### config.mk
export PLATFORM = sky130hd
export DESIGN_NAME = cbaf_stack_ram
export DESIGN_NICKNAME = d
export VERILOG_FILES = /design/src/rtl/cbaf_pkg.sv /design/src/rtl/cbaf_stack_ram.sv
export SDC_FILE = /design/constraint.sdc
export NUM_CORES = 1
export LEC_CHECK = 0
export BUFFER_PORTS_ARGS = -buffer_cell sky130_fd_sc_hd__buf_2
export CAP_MARGIN = 5
export CORE_MARGIN = 8
export CORE_UTILIZATION = 52
export CTS_BUF_LIST = sky130_fd_sc_hd__clkbuf_8 sky130_fd_sc_hd__clkbuf_16
export CTS_CLUSTER_DIAMETER = 150
export DETAILED_ROUTE_END_ITERATION = 6
export GPL_TIMING_DRIVEN = 0
export PLACE_DENSITY = 0.76
export SLEW_MARGIN = 40
export SYNTH_ARGS = -nofsm -noshare
export SYNTH_HDL_FRONTEND = slang
export SYNTH_SLANG_ARGS = --single-unit
### constraint.sdc
create_clock -name clk -period 28.9 [get_ports clk]
set_clock_uncertainty 0.15 [all_clocks]
set_input_delay 2.89 -clock clk [delete_from_list [all_inputs] [get_ports clk]]
set_output_delay 2.89 -clock clk [all_outputs]
set_load 0.05 [all_outputs]
### src/rtl/cbaf_pkg.sv
// ----------------------------------------------------------------------------
// cbaf_pkg: shared types and constants of the Bezier flattener
// Widths, depth limits and the sequencer state type.
// ----------------------------------------------------------------------------
`default_nettype none
package cbaf_pkg;
  localparam int MaxDepth   = 6;
  localparam int CoordWidth = 24;
  localparam int IndexWidth = 20;
  localparam int TolWidth   = 23;
  localparam int LevelWidth = 3;
  localparam int SlotWidth  = 3;
  localparam int LeafWidth  = 7;
  localparam int RowWidth   = 8 * CoordWidth + LevelWidth;
  localparam int DiffWidth  = CoordWidth + 3;
  localparam int SqWidth    = 2 * DiffWidth + 1;
  localparam int TolSqWidth = 2 * TolWidth;
  localparam logic [TolWidth-1:0] TolReset = TolWidth'(51);

  typedef enum logic [2:0] {
    ST_IDLE,
    ST_SPLIT,
    ST_SQUARE,
    ST_DECIDE,
    ST_EMIT,
    ST_POP
  } state_t;

  typedef logic signed [CoordWidth-1:0] coord_t;

  function automatic coord_t half_sum(input coord_t a, input coord_t b);
    logic signed [CoordWidth:0] s;
    s = {a[CoordWidth-1], a} + {b[CoordWidth-1], b};
    return coord_t'(s >>> 1);
  endfunction
endpackage
`default_nettype wire

### src/rtl/cbaf_stack_ram.sv
// ----------------------------------------------------------------------------
// cbaf_stack_ram: pending-piece stack memory
// One write port and one registered read port over the pushed halves.
// ----------------------------------------------------------------------------
`default_nettype none
module cbaf_stack_ram
  import cbaf_pkg::*;
(
  input  wire logic                 clk,
  input  wire logic                 wr_en,
  input  wire logic [SlotWidth-1:0] wr_addr,
  input  wire logic [RowWidth-1:0]  wr_data,
  input  wire logic [SlotWidth-1:0] rd_addr,
  output logic      [RowWidth-1:0]  rd_data
);
  logic [RowWidth-1:0] mem [MaxDepth];

  always_ff @(posedge clk) begin
    if (wr_en) begin
      mem[wr_addr] <= wr_data;
    end
    rd_data <= mem[rd_addr];
  end
endmodule
`default_nettype wire

==> Word-level counts from Yosys, hierarchy flattened <==
Memories as Yosys holds them, arrays and structs flattened. A register that Yosys moved wholly into a read port is not among the register bits.
Index checks and enable logic that the tools add are counted.
{ "totals": {"input_bits": 203, "rom_bits": 0, "reg_bits": 0, "latchBits": 0, "output_inout_bits": 195, "ramBits": 1170, "word_cells": 3, "memories": 1} }
{ "op_classes": {"multipliers": 0, "n_shift": 0, "eq_ne": 0, "order_cmp": 0, "add_sub_neg": 0, "bitwise": 0, "mux": 2, "n_reduce_logical": 0, "div_mod_pow": 0} }
{ "memory_table": {"columns": ["memory", "words", "width", "rd", "rd_clocked_by_memory_dff", "write_ports", "line_no", "text"], "rows": [
  ["mem", 6, 195, 1, 1, 1, "cbaf_stack_ram.sv:16", "logic [RowWidth-1:0] mem [MaxDepth];"]
]} }
{ "ops": {"columns": ["operator", "count"], "rows": [
  ["$mux W1", 2]
]} }

==> Logic depth before layout (Yosys ltp) <==
Gate-level depths: netlist (run 1).
{ "logic_depth": {"ltp_word": 2, "depth_mapped": 7} }

==> Least setup slack after synthesis (run 1) <==
No wires, ideal clock.
{ "synth_timing": {"kind": "input to register", "startpoint": "input wr_addr[2]", "endpoint": "memory mem[0][0] (netlist name) (enable)", "path_slack_ps": 11460, "required_ps": 27758, "stages": 1, "path_buffers": 0, "setup_time_ps": 992, "t_arrival_ps": 16298, "path_cell_list": "nor3_1"} }
{ "synth_lines": {"columns": ["item", "line_no", "text"], "rows": [
  ["start, declared", "cbaf_stack_ram.sv:11", "input wire logic [SlotWidth-1:0] wr_addr,"],
  ["end, declared", "cbaf_stack_ram.sv:16", null]
]} }
Straight into the memory's write port.

==> Worst setup path in the final report (run 1) <==
{ "layout_timing": {"startpoint": "input wr_en", "endpoint": "memory mem[1][187] (netlist name) (enable)"} }
{ "layout_between": {"elab_chain_len": 2} }
{ "layout_rtl": {"columns": ["item", "line_no", "text"], "rows": [
  ["start, declared", "cbaf_stack_ram.sv:10", "input wire logic wr_en,"],
  ["$mux W1", "cbaf_stack_ram.sv:19", "if (wr_en) begin"],
  ["$mux W1 (implied by the code)", "cbaf_stack_ram.sv:20", "mem[wr_addr] <= wr_data;"]
]} }
No other way between the ends.

==> out/qor.yml, run 1 <==
clock_network:
  cts-root-buf: "clkbuf_16"
  cts_buffers: 137
  cts_buffer_depth: 3
  ctsHoldBuffers: 0
  clk_pin_slew_ns: 0.06
  post_cts_buffers: 0
  clk_latency_ns: 0.72
  cts_tree: "done"
  cts_max_level: 4
  clock-sinks: 1365
  cts-resized-gates: 0
yosys:
  ys_ff_latch: 1365
  synth_edf_count: 1170
  ys_seq_area_share_pct: 78.55
  syn_area_sq_um: 49700
  async_reset_ff_share_pct: 0
  ys.flop_type: "edfxtp_1"
  avgSynthCellArea_sq_um: 20.02
  syn_nets: 2686
  yosys_warnings: 0
  yosysUniqueCellTypes: 22
  syn-instance-count: 2483
global_routing:
  grt_pass1_wl_um: 172100
  antenna_found_initial: 53
  grt_pass1_vias: 26870
  grt.busiest_layer: "met2"
  grt-ovfl-total: 0
  grt_util_met2_pct: 35.08
  grtUsageTotal_pct: 21.54
  met1_usage_pct: 27.42
  grtUsageMet3_pct: 7.193
  grt_max_degree: 19
run:
  drv_cap: 0
min_path:
  min_from: "mem[4][83]"
  min_delay_worst_endpoint: "rd_data[83]"
  whs_path_depth: 2
  hp-class: "reg2reg"
setup_path:
  critPathKind: "in2reg"
  critPathLaunch: "wr_en"
  start_kind: "input port"
  reg2reg_depth: 3
  required_ns: 29.15
  worstPathArrival_ns: 5.86
  crit_fanout: 7
  reg2reg_from: "mem[2][108]"
  r2r_setup_slack_ns: 27.64
  rr_endpoint: "rd_data[108]"
  cp-end-kind: "register"
route:
  wl_per_cell_um: 25.54
  detail-route-antenna-nets: 0
  via_per_inst: 5.608
  vias: 25640
  wirelength_um: 116700
  drtIter0Drc: 2267
  drtPass1Iterations: 7
  drc: 0
finish:
  instances_no_fill: 4572
  multi_input_area_sq_um: 9413
  drive_above_1_share_pct: 38.19
  design_area_sq_um: 59900
  syn_to_final_growth_pct: 20.52
  final_cell_mix: "edfxtp_1, buf_2, mux2i_1, dfxtp_1, a21oi_1"
  final_common_cell: "edfxtp_1"
  final_net_count: 3359
  regArea_sq_um: 39040
  fillers: 6333
timing:
  fin_crit_ns: 5.610
  slew_headroom_pct: 45.08
  final_hold_viol_count: 0
  rsz0062_at_grt: "false"
  hold_ws_ns: 0.3836
  fmax_mhz: 178.3
  post-route-period-util_pct: 19.41
  worst_slew_pin_slew_ns: 0.8238
  finalSetupViolCount: 0
  slew_viol_final: 0
pwr:
  max-vdd-ir-drop_mv: 0.06193
  power_mw: 4.362
  p_per_area_nw_per_um2: 72.83
  total_leakage_power_nw: 21.86
floorplan:
  die_width_um: 325.2
  initial_core_util_pct: 52.39
  chipHeight_um: 325.2
  core-area_sq_um: 94870
  rows: 113
  ios: 398
  die-area_sq_um: 105700
placement:
  io_buffers: 395
  dp_hpwl_um: 77720
  numPlacedInstances: 4282
  place_area_sq_um: 55190
  gp_congestion: 0.7751
run_status:
  status: "complete, no violations"
==> flip-flops by register name (all words and copies together), names as in the netlist <==
register / count
rd_data: 195
mem: 1170
==> stage by stage <==
step                setup TNS, ns  utilization (%)  setup WS [ns]
finish                          0            63.14          23.29
global route                    0            63.06          23.26
CTS                             0            63.03          23.36
detailed placement              0            58.17          22.64
global placement          -511.16            56.14         -1.385
floorplan                       0                -          11.46
==> final cells by class <==
class,count,share of cell area [%]
buffer,131,2.154
multi-input combinational,987,15.72
clock buffer,164,6.438
clock inverter,87,1.258
antenna,39,0.1629
sequential,1365,65.18
tap,1265,2.643
timing repair buffer,534,6.455
==> worst max-delay path by stage <==
stage                  end  slack, ns  cells past startpoint
6_report       mem[1][187]      23.29                     13
3_3_place_gp   mem[0][191]      -1.38                      3
2_1_floorplan    mem[0][0]      11.46                      1
4_1_cts        mem[1][187]      23.36                     13
5_1_grt        mem[1][187]      23.26                     13
3_5_place_dp   mem[0][188]      22.64                     13
==> layer usage <==
metal  wire (um)  share of wire, %
met4        2627               2.3
met1       46610                40
met3       10870               9.3
met5         224              0.19
met2       56420                48
==> synth_stat cells (3+ instances only) <==
library cell  instances  area (sq um)
o22ai_2              12         150.1
o22ai_1             183          1145
a21oi_2               6         52.55
edfxtp_1           1170         35130
buf_6                30         337.8
dfxtp_1             195          3904
a21oi_1             189         945.9
buf_12               26         520.5
buf_8                 8         120.1
clkbuf_1             25         93.84
mux2_1               22         247.7
nor2_1                4         15.01
mux2i_1             195          1952
mux2_2              188          2117
nand2b_1              4         25.02
buf_1                 3         11.26
mux2_4              180          2703
buf_2                35         175.2
buf_4                 4         30.03
==> power by group <==
group / total, mW / switching [mW] / internal (mW)
sequential: 2.25 / 0.0259 / 2.22
clock: 1.77 / 0.738 / 1.03
combinational: 0.349 / 0.230 / 0.119
==> critical path, stage by stage <==
cell	delay (ns)
buf_2	0.09
nand2_1	0.17
nor3_2	0.52
buf_2	0.34
buf_4	0.21
buf_4	0.17
buf_2	0.21
buf_4	0.21
buf_4	0.20
buf_4	0.19
buf_4	0.16
buf_2	0.21
buf_2	0.27
==> cells by family after synthesis <==
logic type	Yosys count	synth area share [%]
buffers and inverters	131	2.593
AOI/OAI and AO/OA	390	4.615
and+or+nand+nor	12	0.1208
muxes	585	14.12
DFF	1365	78.55
No activity file was read; power rests on OpenSTA's default activity.
==> run 2: changes to the inputs <==
==> constraint.sdc (replaced) <==
create_clock -name clk -period 5.85 [get_ports clk]
set_clock_uncertainty 0.15 [all_clocks]
set_input_delay 0.585 -clock clk [delete_from_list [all_inputs] [get_ports clk]]
set_output_delay 0.585 -clock clk [all_outputs]
set_load 0.05 [all_outputs]
==> run 2 against run 1 <==
Compared with the run above:
- first-iteration DRC count down 5.1%
- via count up 1.6%
- register-to-register slack worse by 23 ns
- critical endpoint is now mem[0][102]
- largest power group unchanged
==> out/qor.yml, run 2 (synthesized netlist as in run 1, its figures left out) <==
global_routing:
  grt_max_degree: 17  # -2
  grt_pass1_wl_um: 173500  # +0.79%
  grtUsageTotal_pct: 21.53  # about the same
  grt_pass1_vias: 28000  # +4.2%
  grt-ovfl-total: 0  # unchanged
  antenna_found_initial: 16  # -70%
placement:
  dp_hpwl_um: 76520  # -1.5%
  gp_congestion: 0.7614  # -1.8%
  io_buffers: 395  # unchanged
  numPlacedInstances: 4256  # -0.61%
  preCtsSetupSlack_ns: 2.784  # -19.85 ns
clock_network:
  clk_latency_ns: 0.75  # +0.03 ns
  cts_buffer_depth: 3  # unchanged
  cts_max_level: 4  # unchanged
  clk_pin_slew_ns: 0.06  # about the same
  clock-sinks: 1365  # unchanged
  cts-root-buf: "clkbuf_16"
  cts_buffers: 137  # unchanged
  cts-resized-gates: 0  # unchanged
  cts_tree: "done"
finish:
  fillers: 6155  # -2.8%
  final_net_count: 3528  # +5.0%
  fin_util_pct: 65.07  # +1.9 points
  largest_register_ffs: 1170  # unchanged
  drive_above_1_share_pct: 35.27  # -2.9 points
  largest_registers: "mem (1170), rd_data (195)"
  syn_to_final_growth_pct: 24.21
  instances_no_fill: 4719  # +3.2%
  multi_input_area_sq_um: 9449  # +0.39%
  regArea_sq_um: 39040  # unchanged
  final_cell_mix: "edfxtp_1, buf_2, mux2i_1, dlygate4sd3_1, dfxtp_1"
  regMostFlops: "mem"
  final_common_cell: "edfxtp_1"
pwr:
  intPower_mw: 16.77  # +400%
  pwr-share-clk_pct: 40.2  # -0.3 points
  p_sw_share_pct: 22.47  # -0.30 points
  p_seq_share_pct: 51.3  # -0.2 points
  p_per_area_nw_per_um2: 350.4  # +380%
  max-vdd-ir-drop_mv: 0.2607  # +320%
  combPwrFrac_pct: 8.5  # +0.5 points
  total_leakage_power_nw: 22.56  # +3.2%
  switchingPower_mw: 4.862  # +390%
setup_path:
  endpoint: "mem[0][102]"
  crit_fanout: 9  # +2
  reg2reg_from: "mem[0][17]"
  r2r_setup_slack_ns: 4.51  # -23.13 ns
  required_ns: 6.12  # -23.03 ns
  worstPathArrival_ns: 2.58  # -3.28 ns
  critPathLaunch: "wr_addr[0]"
  rr_endpoint: "rd_data[17]"
  critPathKind: "in2reg"
  cp-end-kind: "register"
  start_kind: "input port"
  reg2reg_depth: 3  # unchanged
timing:
  fmax_mhz: 432.5
  finalSetupViolCount: 0  # unchanged
  fin_ws_ns: 3.538  # -19.75 ns
  slew_headroom_pct: 50.62  # +5.5 points
  final_hold_viol_count: 0  # unchanged
  worst_slew_pin_slew_ns: 0.7407  # -0.08316 ns
  setup_tns_ns: 0  # unchanged
  post-route-period-util_pct: 39.52
  rsz0062_at_grt: "false"
  slew_viol_final: 0  # unchanged
  fin_crit_ns: 2.312
  hold_ws_ns: 0.1147  # -0.2689 ns
route:
  detail-route-antenna-nets: 0  # unchanged
  vias: 26040  # +1.6%
  drtIter0Drc: 2151  # -5.1%
  drc: 0  # unchanged
  drtPass1Iterations: 7  # unchanged
  via_per_inst: 5.518  # -1.6%
  wl_per_cell_um: 24.74  # -3.1%
  wirelength_um: 116700  # about the same
run:
  drv_cap: 0  # unchanged
floorplan:
  rows: 113  # unchanged
  chipHeight_um: 325.2  # unchanged
  die_width_um: 325.2  # unchanged
  core-area_sq_um: 94870  # unchanged
  die-area_sq_um: 105700  # unchanged
  ios: 398  # unchanged
  initial_core_util_pct: 52.39  # unchanged
min_path:
  whs_path_depth: 2  # unchanged
  hp-class: "in2reg"
run_status:
  status: "complete, no violations"
run 2: cell count changes in the layout (fill, tap and decap cells not counted), sizes merged:
| cell | delta |
|---|---|
| diode | -21 |
| dlygate4sd3 | +195 |
| bufinv | +4 |
| clkinv | -3 |
| inv | +8 |
| buf | -26 |
| clkinvlp | -6 |
| clkbuf | -4 |
run 2: area by class of cell:
cell class,instances,share of cell area (%)
buffer,131,2.090
clock inverter,90,1.271
clock buffer,160,6.103
timing repair buffer,703,9.356
antenna,18,0.07297
sequential,1365,63.24
tap,1265,2.564
multi-input combinational,987,15.31
run 2: metrics by stage:
stage                     instance area (sq um)  power [mW]
after floorplan                           49770       12.39
after global placement                    53330       12.93
after detailed placement                  55180       13.02
after CTS                                 61690       21.77
after global routing                      61700       22.24
final                                     61730       21.63
run 2: worst min path at each step:
stage | to | slack [ns] | startpoint
5_1_grt | mem[0][156] | 0.09 | wr_addr[1]
3_3_place_gp | rd_data[120] | 0.37 | mem[4][120]
2_1_floorplan | rd_data[0] | 0.36 | mem[4][0]
4_1_cts | mem[0][156] | 0.06 | wr_addr[1]
6_report | mem[0][156] | 0.11 | wr_addr[1]
3_5_place_dp | rd_data[101] | 0.37 | mem[4][101]
run 2: power by group through the flow:
stage	registers, mW	logic [mW]	clock network (mW)
after floorplan	11.7	0.661	0
after global placement	11.3	1.61	0
after detailed placement	11.3	1.72	0
after CTS	11.1	1.85	8.82
after global routing	11.1	1.93	9.18
final	11.1	1.84	8.70
run 2: what timing repair did:
action                                  CTS  global route
endpoints found under the hold margin  1170             0
hold buffers                            195             0
buffers inserted                          0             0
run 2: routing by layer:
layer,global-route usage [%],vias to the layer above,part of all wire (%)
met5,0,-,0.034
met4,7.483,6,3.0
met3,5.055,236,7.3
met2,37.68,989,51
met1,26.09,13220,38
li1,-,11590,-
run 2: critical path, stage by stage:
cell and delay (ns):
buf_2 0.14, nand2b_4 0.18, nor3_4 0.33, buf_6 0.21, buf_6 0.17, buf_6 0.17
buf_6 0.18, buf_6 0.16, buf_6 0.17, buf_4 0.23
